File: src/hdl/perq_pkg.sv
// Shared types, constants and ring-index helper for the priority evicting ring queue.
package perq_pkg;

    localparam int CAPACITY      = 16;
    localparam int PAYLOAD_WIDTH = 32;

    localparam int IDX_W  = (CAPACITY > 1) ? $clog2(CAPACITY) : 1;
    localparam int CNT_W  = $clog2(CAPACITY + 1);
    localparam int PRIO_W = 3;
    localparam int PORT_W = 32;
    localparam int FILL_W = 5;
    localparam int DROP_W = 32;

    localparam logic OP_PUSH = 1'b0;
    localparam logic OP_POP  = 1'b1;

    typedef logic [IDX_W-1:0]         idx_t;
    typedef logic [CNT_W-1:0]         cnt_t;
    typedef logic [CNT_W:0]           sum_t;
    typedef logic [PRIO_W-1:0]        prio_t;
    typedef logic [PAYLOAD_WIDTH-1:0] data_t;

    typedef struct packed {
        prio_t prio;
        data_t data;
    } slot_t;

    typedef struct packed {
        logic load;
        logic first;
    } scan_ctl_t;

    // slot of the entry at a given age; base < CAPACITY, age <= CAPACITY
    function automatic idx_t ring_idx(idx_t base, cnt_t age);
        sum_t sum;
        sum = sum_t'(base) + sum_t'(age);
        if (sum >= sum_t'(CAPACITY))
        begin
            sum = sum - sum_t'(CAPACITY);
        end
        return idx_t'(sum);
    endfunction

endpackage

File: src/hdl/perq_scan.sv
// Shared compare unit: running minimum priority and age of its oldest holder.
module perq_scan (
    input  logic                clk,
    input  perq_pkg::scan_ctl_t ctl,
    input  perq_pkg::prio_t     prio,
    input  perq_pkg::cnt_t      age,
    output perq_pkg::prio_t     low_prio,
    output perq_pkg::cnt_t      victim_age
);
    import perq_pkg::*;

    prio_t low_reg;
    cnt_t  victim_reg;

    // strict less-than keeps the oldest entry on a tie
    always_ff @(posedge clk)
    begin
        if (ctl.load && (ctl.first || (prio < low_reg)))
        begin
            low_reg    <= prio;
            victim_reg <= age;
        end
    end

    assign low_prio   = low_reg;
    assign victim_age = victim_reg;

endmodule

File: src/hdl/perq_seq.sv
// Sequencer, slot memory and result registers of the priority evicting ring queue.
module perq_seq (
    input  logic                       clk,
    input  logic                       rst_n,
    input  logic                       start,
    output logic                       busy,
    input  logic                       op,
    input  perq_pkg::prio_t            in_priority,
    input  logic [perq_pkg::PORT_W-1:0] in_payload,
    output perq_pkg::scan_ctl_t        scan_ctl,
    output perq_pkg::prio_t            scan_prio,
    output perq_pkg::cnt_t             scan_age,
    input  perq_pkg::prio_t            low_prio,
    input  perq_pkg::cnt_t             victim_age,
    output logic                       done,
    output logic                       push_stored,
    output logic                       evicted_one,
    output logic                       pop_valid,
    output perq_pkg::prio_t            out_priority,
    output logic [perq_pkg::PORT_W-1:0] out_payload,
    output logic [perq_pkg::FILL_W-1:0] fill_level,
    output logic [perq_pkg::DROP_W-1:0] drop_total
);
    import perq_pkg::*;

    typedef enum logic [2:0] {
        S_IDLE,
        S_POP,
        S_SCAN,
        S_DECIDE,
        S_SHIFT,
        S_APPEND
    } state_t;

    typedef struct packed {
        logic              stored;
        logic              evicted;
        logic              valid;
        prio_t             prio;
        logic [PORT_W-1:0] data;
    } res_t;

    state_t             state_reg, state_next;
    cnt_t               age_reg, age_next;
    idx_t               head_reg, head_next;
    cnt_t               count_reg, count_next;
    logic [DROP_W-1:0]  drop_reg, drop_next;
    prio_t              prio_reg, prio_next;
    data_t              data_reg, data_next;
    res_t               res_reg, res_next;
    logic               done_reg, done_next;

    slot_t              mem [CAPACITY];
    slot_t              rd_data_reg;
    idx_t               rd_addr;
    logic               wr_en;
    idx_t               wr_addr;
    slot_t              wr_data;

    always_ff @(posedge clk)
    begin
        if (wr_en)
        begin
            mem[wr_addr] <= wr_data;
        end
        rd_data_reg <= mem[rd_addr];
    end

    always_comb
    begin
        state_next = state_reg;
        age_next   = age_reg;
        head_next  = head_reg;
        count_next = count_reg;
        drop_next  = drop_reg;
        prio_next  = prio_reg;
        data_next  = data_reg;
        res_next   = res_reg;
        done_next  = 1'b0;
        rd_addr    = head_reg;
        wr_en      = 1'b0;
        wr_addr    = head_reg;
        wr_data    = '{prio: prio_reg, data: data_reg};
        scan_ctl   = '{load: 1'b0, first: 1'b0};
        scan_age   = age_reg - cnt_t'(1);

        case (state_reg)
            S_IDLE:
            begin
                if (start)
                begin
                    prio_next = in_priority;
                    data_next = data_t'(in_payload);
                    if (op == OP_POP)
                    begin
                        if (count_reg == '0)
                        begin
                            res_next  = '0;
                            done_next = 1'b1;
                        end
                        else
                        begin
                            rd_addr    = head_reg;
                            state_next = S_POP;
                        end
                    end
                    else if (count_reg != cnt_t'(CAPACITY))
                    begin
                        wr_en      = 1'b1;
                        wr_addr    = ring_idx(head_reg, count_reg);
                        wr_data    = '{prio: in_priority, data: data_t'(in_payload)};
                        count_next = count_reg + cnt_t'(1);
                        res_next   = '{stored: 1'b1, evicted: 1'b0, valid: 1'b0,
                                       prio: '0, data: '0};
                        done_next  = 1'b1;
                    end
                    else
                    begin
                        rd_addr    = head_reg;
                        age_next   = cnt_t'(1);
                        state_next = S_SCAN;
                    end
                end
            end
            S_POP:
            begin
                res_next   = '{stored: 1'b0, evicted: 1'b0, valid: 1'b1,
                               prio: rd_data_reg.prio,
                               data: PORT_W'(rd_data_reg.data)};
                head_next  = ring_idx(head_reg, cnt_t'(1));
                count_next = count_reg - cnt_t'(1);
                done_next  = 1'b1;
                state_next = S_IDLE;
            end
            S_SCAN:
            begin
                // read data belongs to age age_reg - 1
                scan_ctl = '{load: 1'b1, first: (age_reg == cnt_t'(1))};
                if (age_reg != count_reg)
                begin
                    rd_addr  = ring_idx(head_reg, age_reg);
                    age_next = age_reg + cnt_t'(1);
                end
                else
                begin
                    state_next = S_DECIDE;
                end
            end
            S_DECIDE:
            begin
                if (drop_reg != '1)
                begin
                    drop_next = drop_reg + DROP_W'(1);
                end
                if (prio_reg < low_prio)
                begin
                    res_next   = '0;
                    done_next  = 1'b1;
                    state_next = S_IDLE;
                end
                else if (victim_age == count_reg - cnt_t'(1))
                begin
                    state_next = S_APPEND;
                end
                else
                begin
                    rd_addr    = ring_idx(head_reg, victim_age + cnt_t'(1));
                    age_next   = victim_age + cnt_t'(1);
                    state_next = S_SHIFT;
                end
            end
            S_SHIFT:
            begin
                // close the gap: entry at age_reg moves one place older
                wr_en   = 1'b1;
                wr_addr = ring_idx(head_reg, age_reg - cnt_t'(1));
                wr_data = rd_data_reg;
                if (age_reg + cnt_t'(1) != count_reg)
                begin
                    rd_addr  = ring_idx(head_reg, age_reg + cnt_t'(1));
                    age_next = age_reg + cnt_t'(1);
                end
                else
                begin
                    state_next = S_APPEND;
                end
            end
            S_APPEND:
            begin
                wr_en      = 1'b1;
                wr_addr    = ring_idx(head_reg, count_reg - cnt_t'(1));
                res_next   = '{stored: 1'b1, evicted: 1'b1, valid: 1'b0,
                               prio: '0, data: '0};
                done_next  = 1'b1;
                state_next = S_IDLE;
            end
            default:
            begin
                state_next = S_IDLE;
            end
        endcase
    end

    always_ff @(posedge clk or negedge rst_n)
    begin
        if (!rst_n)
        begin
            state_reg <= S_IDLE;
            age_reg   <= '0;
            head_reg  <= '0;
            count_reg <= '0;
            drop_reg  <= '0;
            prio_reg  <= '0;
            data_reg  <= '0;
            res_reg   <= '0;
            done_reg  <= 1'b0;
        end
        else
        begin
            state_reg <= state_next;
            age_reg   <= age_next;
            head_reg  <= head_next;
            count_reg <= count_next;
            drop_reg  <= drop_next;
            prio_reg  <= prio_next;
            data_reg  <= data_next;
            res_reg   <= res_next;
            done_reg  <= done_next;
        end
    end

    assign scan_prio    = rd_data_reg.prio;
    assign busy         = (state_reg != S_IDLE);
    assign done         = done_reg;
    assign push_stored  = res_reg.stored;
    assign evicted_one  = res_reg.evicted;
    assign pop_valid    = res_reg.valid;
    assign out_priority = res_reg.prio;
    assign out_payload  = res_reg.data;
    assign fill_level   = FILL_W'(count_reg);
    assign drop_total   = drop_reg;

endmodule

File: src/hdl/priority_evicting_ring_queue.sv
// Top level of the priority evicting ring queue.
// A command is taken on a clock edge with start high and busy low; its one result beat
// appears with done high for exactly one cycle and must be captured then. A push into a
// queue that is not full, and a pop of an empty queue, return done on the next cycle; a pop
// of a stored sample passes through S_POP for the registered memory read. A push into a full
// queue reads every slot through the single memory port into the shared compare unit, then
// drops the new sample if its priority is below the lowest stored one; else it evicts the
// oldest lowest-priority entry, moves the entries younger than it one per cycle and appends.
// A new command may be started in the cycle that done is high. Fill level and drop total on
// the result beat are the values after that command.
module priority_evicting_ring_queue (
    input  logic                        clk,
    input  logic                        rst_n,
    input  logic                        start,
    output logic                        busy,
    input  logic                        op,
    input  perq_pkg::prio_t             in_priority,
    input  logic [perq_pkg::PORT_W-1:0] in_payload,
    output logic                        done,
    output logic                        push_stored,
    output logic                        evicted_one,
    output logic                        pop_valid,
    output perq_pkg::prio_t             out_priority,
    output logic [perq_pkg::PORT_W-1:0] out_payload,
    output logic [perq_pkg::FILL_W-1:0] fill_level,
    output logic [perq_pkg::DROP_W-1:0] drop_total
);
    import perq_pkg::*;

    scan_ctl_t scan_ctl;
    prio_t     scan_prio;
    cnt_t      scan_age;
    prio_t     low_prio;
    cnt_t      victim_age;

    perq_seq u_seq (
        .clk          (clk),
        .rst_n        (rst_n),
        .start        (start),
        .busy         (busy),
        .op           (op),
        .in_priority  (in_priority),
        .in_payload   (in_payload),
        .scan_ctl     (scan_ctl),
        .scan_prio    (scan_prio),
        .scan_age     (scan_age),
        .low_prio     (low_prio),
        .victim_age   (victim_age),
        .done         (done),
        .push_stored  (push_stored),
        .evicted_one  (evicted_one),
        .pop_valid    (pop_valid),
        .out_priority (out_priority),
        .out_payload  (out_payload),
        .fill_level   (fill_level),
        .drop_total   (drop_total)
    );

    perq_scan u_scan (
        .clk        (clk),
        .ctl        (scan_ctl),
        .prio       (scan_prio),
        .age        (scan_age),
        .low_prio   (low_prio),
        .victim_age (victim_age)
    );

endmodule

File: config.mk
export PLATFORM = sky130hd
export DESIGN_NAME = priority_evicting_ring_queue
export DESIGN_NICKNAME = d
export VERILOG_FILES = /design/src/hdl/perq_pkg.sv /design/src/hdl/perq_scan.sv /design/src/hdl/perq_seq.sv /design/src/hdl/priority_evicting_ring_queue.sv
export SDC_FILE = /design/constraint.sdc
export NUM_CORES = 1
export LEC_CHECK = 0
export BUFFER_PORTS_ARGS = -buffer_cell sky130_fd_sc_hd__buf_4
export CORE_ASPECT_RATIO = 0.5
export CORE_MARGIN = 2
export CORE_UTILIZATION = 25
export CTS_BUF_LIST = sky130_fd_sc_hd__clkbuf_4 sky130_fd_sc_hd__clkbuf_8
export DETAILED_ROUTE_END_ITERATION = 8
export PLACE_DENSITY = 0.39
export SLEW_MARGIN = 20
export SYNTH_ARGS = -nofsm -noshare
export SYNTH_HDL_FRONTEND = slang
export SYNTH_SLANG_ARGS = --single-unit
File: constraint.sdc
create_clock -name clk -period 7.1 [get_ports clk]
set_clock_uncertainty 0.1 [all_clocks]
set_input_delay 0 -clock clk [delete_from_list [all_inputs] [get_ports clk]]
set_output_delay 0 -clock clk [all_outputs]
set_load 0.01 [all_outputs]
# == Yosys cells after proc, flatten, opt, wreduce, memory -nomap -nowiden ==
# Memory sizes are Yosys's and may differ from the RTL's. A register that Yosys moved wholly into a read port is not among the register bits.
# Index checks and enable logic that the tools add are counted.
# W data, S select, Z words.
# classes
add_sub_neg,20
n_lt_le_gt_ge,9
n_eq_ne,26
muxes,59
reduce_logical,16
# ops
cell,count
$mux W38,5
$pmux W38 S4,1
$mux W35,3
$pmux W35 S2,1
$mux W4,14
$mux W5,10
$add A4 B5 Y6,6
$ge A6 B5 Y1 const B,6
$add A32 B1 Y32 const B,1
$ne A32 B32 Y1 const B,1
$sub A4 B1 Y4 const B,7
$pmux W4 S3,2
$mux W3,7
$pmux W5 S4,1
$add A5 B1 Y5 const B,3
$ne A2 B2 Y1 const B,7
$pmux W3 S4,1
$mux W1,10
$ne A5 B5 Y1,2
$pmux W5 S2,1
$reduce_and A5 Y1,2
$sub A5 B1 Y5 const B,2
$ne A2 B1 Y1 const B,4
$reduce_and A8 Y1,1
other kinds (24),32
# totals
ff_bits,131
ramBits,560
in_bits,39
output_inout_bits,77
mem_count,1
# memory_table
memory,words,width,read_ports,rd_clocked_by_memory_dff,write_ports,line_no,rtl
u_seq.mem,16,35,1,1,1,perq_seq.sv:53,slot_t mem [CAPACITY];

# == Logic depth before layout (Yosys ltp) ==
# Gate-level depths: netlist of run 1.
# logic_depth
ltp_word,7
ltp_mapped,15

# == Cells and area by module ==
# From an unflattened synthesis of run 1, not the netlist that was laid out.
# hier_totals
cells_unflattened,2427
hier_area_um2,30017.5
# by_module_without_submodules
mod,instances,cells_per_inst,area_per_inst_um2
perq_seq,1,2409,29712.2
perq_scan,1,18,305.3

# == Worst setup path after synthesis of run 1 ==
# Ideal clock, no wire load.
# synth_path
path_type,flip-flop to flip-flop
startpoint,register u_seq.state_reg[0]
endpoint,"memory u_seq.mem[10][0] (netlist name), enable pin"
arrival_time_ns,4.925
setup_slack_ns,1.604
stages_incl_launch_ff,13
synth_period_minus_slack_ns,5.496
cell_sequence,dfrtp_1 clkbuf_1 buf_1 nand2_1 mux2i_1 ha_1 a21o_1 a21oi_1 xor2_1 a21oi_1 nor2_1 xnor2_1 nor3_1
# synth_via
elab_chain_len,5
# synth_lines
element,line_no,rtl
start: declaration,perq_seq.sv:43,"state_t state_reg, state_next;"
start signal: assignment,perq_seq.sv:220,state_reg <= state_next;
$eq A3 B3 Y1,perq_seq.sv:87,case (state_reg)
$reduce_or A2 Y1 (no source line),n/a,
$pmux W1 S2,perq_seq.sv:87,
$mux W1,perq_seq.sv:62,if (wr_en)
$mux W1 (not written as such),perq_seq.sv:64,mem[wr_addr] <= wr_data;
end: declaration,perq_seq.sv:53,
# Several ways; a longest one is shown, not always the timed one.

# == Worst setup path after layout of run 1 ==
# layout_path
startpoint,register u_seq.age_reg[0]
endpoint,register u_seq.rd_data_reg[21] (netlist name)
# layout_via
elab_chain_len,6
# layout_lines
element,line_no,rtl
start: declaration,perq_seq.sv:44,"cnt_t age_reg, age_next;"
start signal: assignment,perq_seq.sv:221,age_reg <= age_next;
$add A5 B1 Y5,"perq_seq.sv:178, perq_seq.sv:180",
$add A4 B5 Y6,perq_pkg.sv:36,sum = sum_t'(base) + sum_t'(age);
$ge A6 B5 Y1 / $sub A4 B1 Y4 (equally long branches),"perq_pkg.sv:37, perq_pkg.sv:39",
$mux W4,perq_pkg.sv:37,if (sum >= sum_t'(CAPACITY))
$mux W4,perq_seq.sv:178,if (age_reg + cnt_t'(1) != count_reg)
$pmux W4 S3 (*),perq_seq.sv:87,
# Every way passes the cells marked *; elsewhere a longest branch is shown, timed or not.
# A chain may end at the register's enable or synchronous reset.

==> results of run 1 <==
==> cells by family (layout without fill, tap and decap cells) <==
| kind of cell | after synthesis | in the layout | synth area share |
|---|---|---|---|
| xor+xnor | 75 | 75 | 0.0228 |
| other cells | 0 | 3 | 0 |
| mux | 320 | 320 | 0.110 |
| fa+ha+maj | 32 | 32 | 0.0149 |
| compound gates | 296 | 296 | 0.0775 |
| buf+inv | 164 | 513 | 0.0266 |
| simple gates | 216 | 216 | 0.0414 |
| flops | 726 | 726 | 0.707 |
==> routing by layer <==
| layer | global-route usage | share of wire | vias to the layer above |
|---|---|---|---|
| met5 | 0 | 0.00012 | - |
| met4 | 0.0359 | 0.019 | 2 |
| met3 | 0.0266 | 0.041 | 137 |
| met2 | 0.212 | 0.42 | 349 |
| met1 | 0.229 | 0.52 | 8935 |
| li1 | - | - | 7773 |
==> final cells by class <==
| type | count | share of cell area |
|---|---|---|
| Clock buffer | 184 | 0.0618 |
| Multi-Input combinational cell | 939 | 0.225 |
| Timing Repair Buffer | 235 | 0.0569 |
| Inverter | 60 | 0.00632 |
| Clock inverter | 34 | 0.00854 |
| Sequential cell | 726 | 0.585 |
| Tap cell | 1592 | 0.0559 |
| Antenna cell | 3 | 0.000211 |
==> worst max-delay path, cell delays in order (launching register included) <==
cell       delay [ps]
dfrtp_1           600
inv_1             150
ha_1              460
xnor2_1           150
o211ai_1          130
a2111oi_0         540
or4_1             350
a211o_4           630
buf_12            510
mux2i_1           290
o22ai_1           110
or4_1             540
==> metrics by stage <==
| stage | std cells | setup WS, ps | utilization | instance area [sq um] |
|---|---|---|---|---|
| 6_report | 3773 | 2150 | 0.303 | 35600 |
| 5_1_grt | 3771 | 1860 | 0.303 | 35600 |
| 4_1_cts | 3770 | 2190 | 0.303 | 35600 |
| 3_5_place_dp | 3475 | 2210 | 0.275 | 32300 |
| 3_3_place_gp | 3475 | 2150 | 0.275 | 32300 |
| 2_1_floorplan | 1829 | 1600 | - | 29500 |
==> timing repair <==
item | CTS | global route
endpoints found under the hold margin | 703 | 0
endpoints found under the setup margin | 0 | 0
hold buffers | 77 | 0
==> synthesized netlist by cell type, drive strengths merged (34+ instances only) <==
library cell	n
nand2	42
o32ai	69
edfxtp	568
nor2	34
mux2	38
dfrtp	123
a222oi	34
xnor2	44
a22o	36
inv	60
buf	48
mux2i	282
or4	38
o22ai	74
dfxtp	35
clkbuf	56
==> report_power, final <==
part,internal [mW],total [mW],switching [mW]
Clock,2.12,3.86,1.74
Sequential,5.94,6.41,0.465
Combinational,3.30,8.95,5.66
==> how the worst max path moves through the flow <==
| stage | slack (ps) | start | endpoint | depth (start not counted) |
|---|---|---|---|---|
| detailed placement | 2210 | u_seq.age_reg[0] | u_seq.scan_prio[1] | 11 |
| floorplan | 1600 | u_seq.state_reg[0] | u_seq.mem[10][0] | 12 |
| global route | 1860 | u_seq.age_reg[0] | u_seq.rd_data_reg[23] | 11 |
| global placement | 2150 | u_seq.age_reg[0] | u_seq.scan_prio[1] | 11 |
| finish | 2150 | u_seq.age_reg[0] | u_seq.rd_data_reg[21] | 11 |
| CTS | 2190 | u_seq.age_reg[0] | u_seq.rd_data_reg[21] | 11 |
==> results.txt, run 1 <==
Global route overflow - 0
Endpoint, Worst Hold - u_seq.push_stored
CTS resizes - 0
Crit share post-route - 0.698
Max FFs per register - 560
Core ar. - 117000 sq um
Worst EP arrival - 5510 ps
Number of global-route vias before repair - 17100
Final worst path period need - 4950 ps
Mean Syn Cell Area - 16.1 sq um
Die width - 490 um
Initial antenna violation count - 4
Post-synth top area cell - edfxtp_1
P_leak - 13.1 nW
Commonest non-fill, non-tap cell in the layout - edfxtp_1
Worst R2R End - u_seq.rd_data_reg[21]
DR iter-0 viols - 1606
Htree depth - 3
Async S/R FF share, synth - 0.169
Final hold slack - 124 ps
Cell Rows - 89
Hold Path Cell Cnt - 5
Reg2reg path depth - 11
Max Freq - 0.202 GHz
Peak supply drop - 0.682 mV
HPWL after DPL - 46300 um
Fin nets - 2148
Clk root buf - clkbuf_8
Post-DRT Antenna Nets - 0
CP endpoint kind - register
Final wirelength - 90500 um
Fill cells - 11700
CP required - 7650 ps
Most used DFF post-synth - edfxtp_1
CP max FO - 90
Measured slew at the worst slew-check pin - 1130 ps
Cells after synthesis - 1829
R2R Path Start - u_seq.age_reg[0]
Hold_sp - op
Sequential fraction of the synthesis area - 0.707
Clk slew on worst S/H paths - 60 ps
1st-pass router iterations - 6
Storage cell area - 20800 sq um
Status - completed
I/O Buffers - 115
Share of layout cells above drive strength 1 - 0.200
Total power - 19.2 mW
Gp weighted congestion - 0.760
Total track usage - 0.148
Yosys top cell area share - 0.578
Most frequent cells in the layout - edfxtp_1, mux2i_1, buf_4
Synth top area cells - edfxtp_1, dfrtp_1, mux2i_1
I/O pin total - 116
Startpoint types - register
TNS Setup - 0 ps
First-pass GRT wire length - 128000 um
Via density - 4.56
Worst Setup Path Type - reg -> reg
Multi-input gate area - 8020 sq um
Max-cap violations - 0
Synth Cell Area - 29500 sq um
DRC viols - 0
CTS Buf Count - 115
Maximum clock path buffer count - 3
Largest register by flop count - u_seq.mem
Syn nets - 1900
Largest net degree at the start of global routing - 91
Fin. Hold Viols - 0
Area growth, synth to finish - 20.8%
Library cells used by synthesis - 64
Unrepaired setup endpoints after global routing - no
Final setup viols - 0
Vias - 17200
Min-delay worst type - in -> reg
Slew Limit Fails - 0
CTS tree - built
Clk_lat worst skew - 790 ps
Die footprint - 121000 sq um
Die Height - 247 um
Initial core utilization - 0.251
# Post-CTS Setup Buffers - 0
R2r setup slk - 2150 ps
Synth Warn # - 0
Slew margin rel. - 0.242
PwrDens - 540 nW/um^2
Clk sinks - 726
EDFF count, synth - 568
Routed WL per cell - 24.0 um
Yosys reg bits - 726
Power figures use the tool's default switching activity.
==> run 2, diff against run 1 <==
--- a/config.mk
+++ b/config.mk
@@ -11,7 +11,7 @@
 export CORE_UTILIZATION = 25
 export CTS_BUF_LIST = sky130_fd_sc_hd__clkbuf_4 sky130_fd_sc_hd__clkbuf_8
 export DETAILED_ROUTE_END_ITERATION = 8
-export PLACE_DENSITY = 0.39
+export PLACE_DENSITY = 0.4
 export SLEW_MARGIN = 20
 export SYNTH_ARGS = -nofsm -noshare
 export SYNTH_HDL_FRONTEND = slang
==> constraint.sdc (replaced) <==
create_clock -name clk -period 4.15 [get_ports clk]
set_clock_uncertainty 0.1 [all_clocks]
set_input_delay 0 -clock clk [delete_from_list [all_inputs] [get_ports clk]]
set_output_delay 0 -clock clk [all_outputs]
set_load 0.01 [all_outputs]
==> results.txt, run 2 (synthesis results as in run 1) <==
Status - completed
Maximum clock path buffer count - 3 (unchanged)
DR iter-0 viols - 1298 (-19%)
Slew Limit Fails - 0 (unchanged)
Most frequent cells in the layout - edfxtp_1, mux2i_1, buf_4
Htree depth - 3 (unchanged)
Clk sinks - 726 (unchanged)
Worst Setup Path Type - reg -> reg
Clk slew on worst S/H paths - 70 ps (about the same)
CTS tree - built
Gp weighted congestion - 0.768 (+1.0%)
Die width - 490 um (unchanged)
TNS Setup - 0 ps (unchanged)
Total track usage - 0.143 (-0.00494)
Final setup viols - 0 (unchanged)
Startpoint types - register
1st-pass router iterations - 6 (unchanged)
CP required - 4750 ps (-2900 ps)
Max-cap violations - 0 (unchanged)
Area growth, synth to finish - 25.4%
Crit share post-route - 0.965 (+0.267)
DRC viols - 0 (unchanged)
Total power - 34.4 mW (+79%)
Fill cells - 11600 (-0.73%)
Slew margin rel. - 0.225 (-0.0165)
Number of cells after detailed placement - 3542 (+1.9%)
First-pass GRT wire length - 127000 um (-1.1%)
Final hold slack - 124 ps (-0.305 ps)
P_leak - 13.7 nW (+4.7%)
Peak supply drop - 1.17 mV (+71%)
Initial core utilization - 0.251 (unchanged)
Largest net degree at the start of global routing - 65 (-29%)
Fin nets - 2251 (+4.8%)
Cell Rows - 89 (unchanged)
Final worst path period need - 4000 ps (-951 ps)
Routed WL per cell - 22.5 um (-6.2%)
Die Height - 247 um (unchanged)
CP endpoint kind - register
Worst EP arrival - 4600 ps (-910 ps)
Clk root buf - clkbuf_8
GRT met2 Usage - 0.214 (+0.00253)
Initial antenna violation count - 2 (-2)
Min-delay worst type - in -> reg
Final wirelength - 87100 um (-3.8%)
Max FFs per register - 560 (unchanged)
Via density - 4.54 (-0.43%)
Measured slew at the worst slew-check pin - 1160 ps (+23.1 ps)
Core ar. - 117000 sq um (unchanged)
Grt peak-use layer - met2
Largest register by flop count - u_seq.mem
CP max FO - 11 (-88%)
Post-DRT Antenna Nets - 0 (unchanged)
Commonest non-fill, non-tap cell in the layout - edfxtp_1
PwrDens - 930 nW/um^2 (+72%)
Clk_lat worst skew - 810 ps (+20 ps)
I/O pin total - 116 (unchanged)
Global route overflow - 0 (unchanged)
Number of global-route vias before repair - 18000 (+4.9%)
Unrepaired setup endpoints after global routing - no
GR Util met1 - 0.211 (-0.0178)
Max Freq - 0.250 GHz (+24%)
Post-route insts no fill - 3871 (+2.6%)
HPWL after DPL - 50900 um (+9.9%)
Vias - 17600 (+2.2%)
Grt met3 use - 0.0294 (+0.00283)
Share of layout cells above drive strength 1 - 0.221 (+0.0211)
CTS Buf Count - 112 (-2.6%)
I/O Buffers - 115 (unchanged)
Fin. Hold Viols - 0 (unchanged)
Die footprint - 121000 sq um (unchanged)
## run 2: per-stage QoR
stage | setup WS [ps] | util | cell area, sq um
finish | 147 | 0.315 | 37000
global route | 9.70 | 0.315 | 37000
CTS | 33.8 | 0.314 | 36900
detailed placement | 1.75 | 0.284 | 33400
global placement | 49.3 | 0.284 | 33400
floorplan | -365 | - | 29600
## run 2: critical path, stage by stage (launching register included)
cell and delay [ps]:
dfrtp_2 440, inv_1 110, ha_1 440, ha_1 280, a21o_1 150, a21oi_1 190, xnor2_1 110, o21a_1 220
a211oi_1 540, nand4_1 600, buf_12 360, o22ai_1 230, or4_1 160
## run 2: area by class of cell
cell class | instances | area (sq um) | share of cell area
inverters | 60 | 225 | 0.00609
clock buffers | 185 | 2180 | 0.0589
clock inverters | 27 | 194 | 0.00524
repair buffers | 341 | 3390 | 0.0917
diodes | 1 | 2.50 | 0.0000677
well taps | 1592 | 1990 | 0.0539
multi-input cells | 939 | 8160 | 0.221
flip-flops and latches | 726 | 20800 | 0.564
## run 2: report_power, final
| part | internal, mW | switching [mW] |
|---|---|---|
| logic | 7.03 | 10.2 |
| clock network | 3.39 | 2.97 |
| registers | 10.2 | 0.647 |
| total | 20.6 | 13.8 |
## run 2: final timing paths
path,startpoint,end,slack (ps),depth (start not counted)
min,op,u_seq.state_reg[0],120,5
max in group asynchronous,rst_n,u_seq.data_reg[16],3320,4
min reg2reg,u_seq.rd_data_reg[0],u_seq.out_payload[0],370,1
max,u_seq.age_reg[1],u_seq.rd_data_reg[0],150,12
min in group asynchronous,rst_n,u_seq.drop_total[7],230,4
max reg2reg,u_seq.age_reg[1],u_seq.rd_data_reg[0],150,12
## run 2: per-layer routing
| metal | wire, um | part of all wire |
|---|---|---|
| met3 | 4140 | 0.048 |
| met5 | 13 | 0.00015 |
| met1 | 43100 | 0.50 |
| met4 | 1750 | 0.020 |
| met2 | 38100 | 0.44 |
## run 2: repair_timing
action / in CTS / in global routing
resized for setup: 2 / 8
buffers inserted: 0 / 3
endpoints found under the hold margin: 761 / 0
gates cloned: 0 / 0
pin swaps: 0 / 0
endpoints found under the setup margin: 1 / 579
hold buffers: 113 / 0
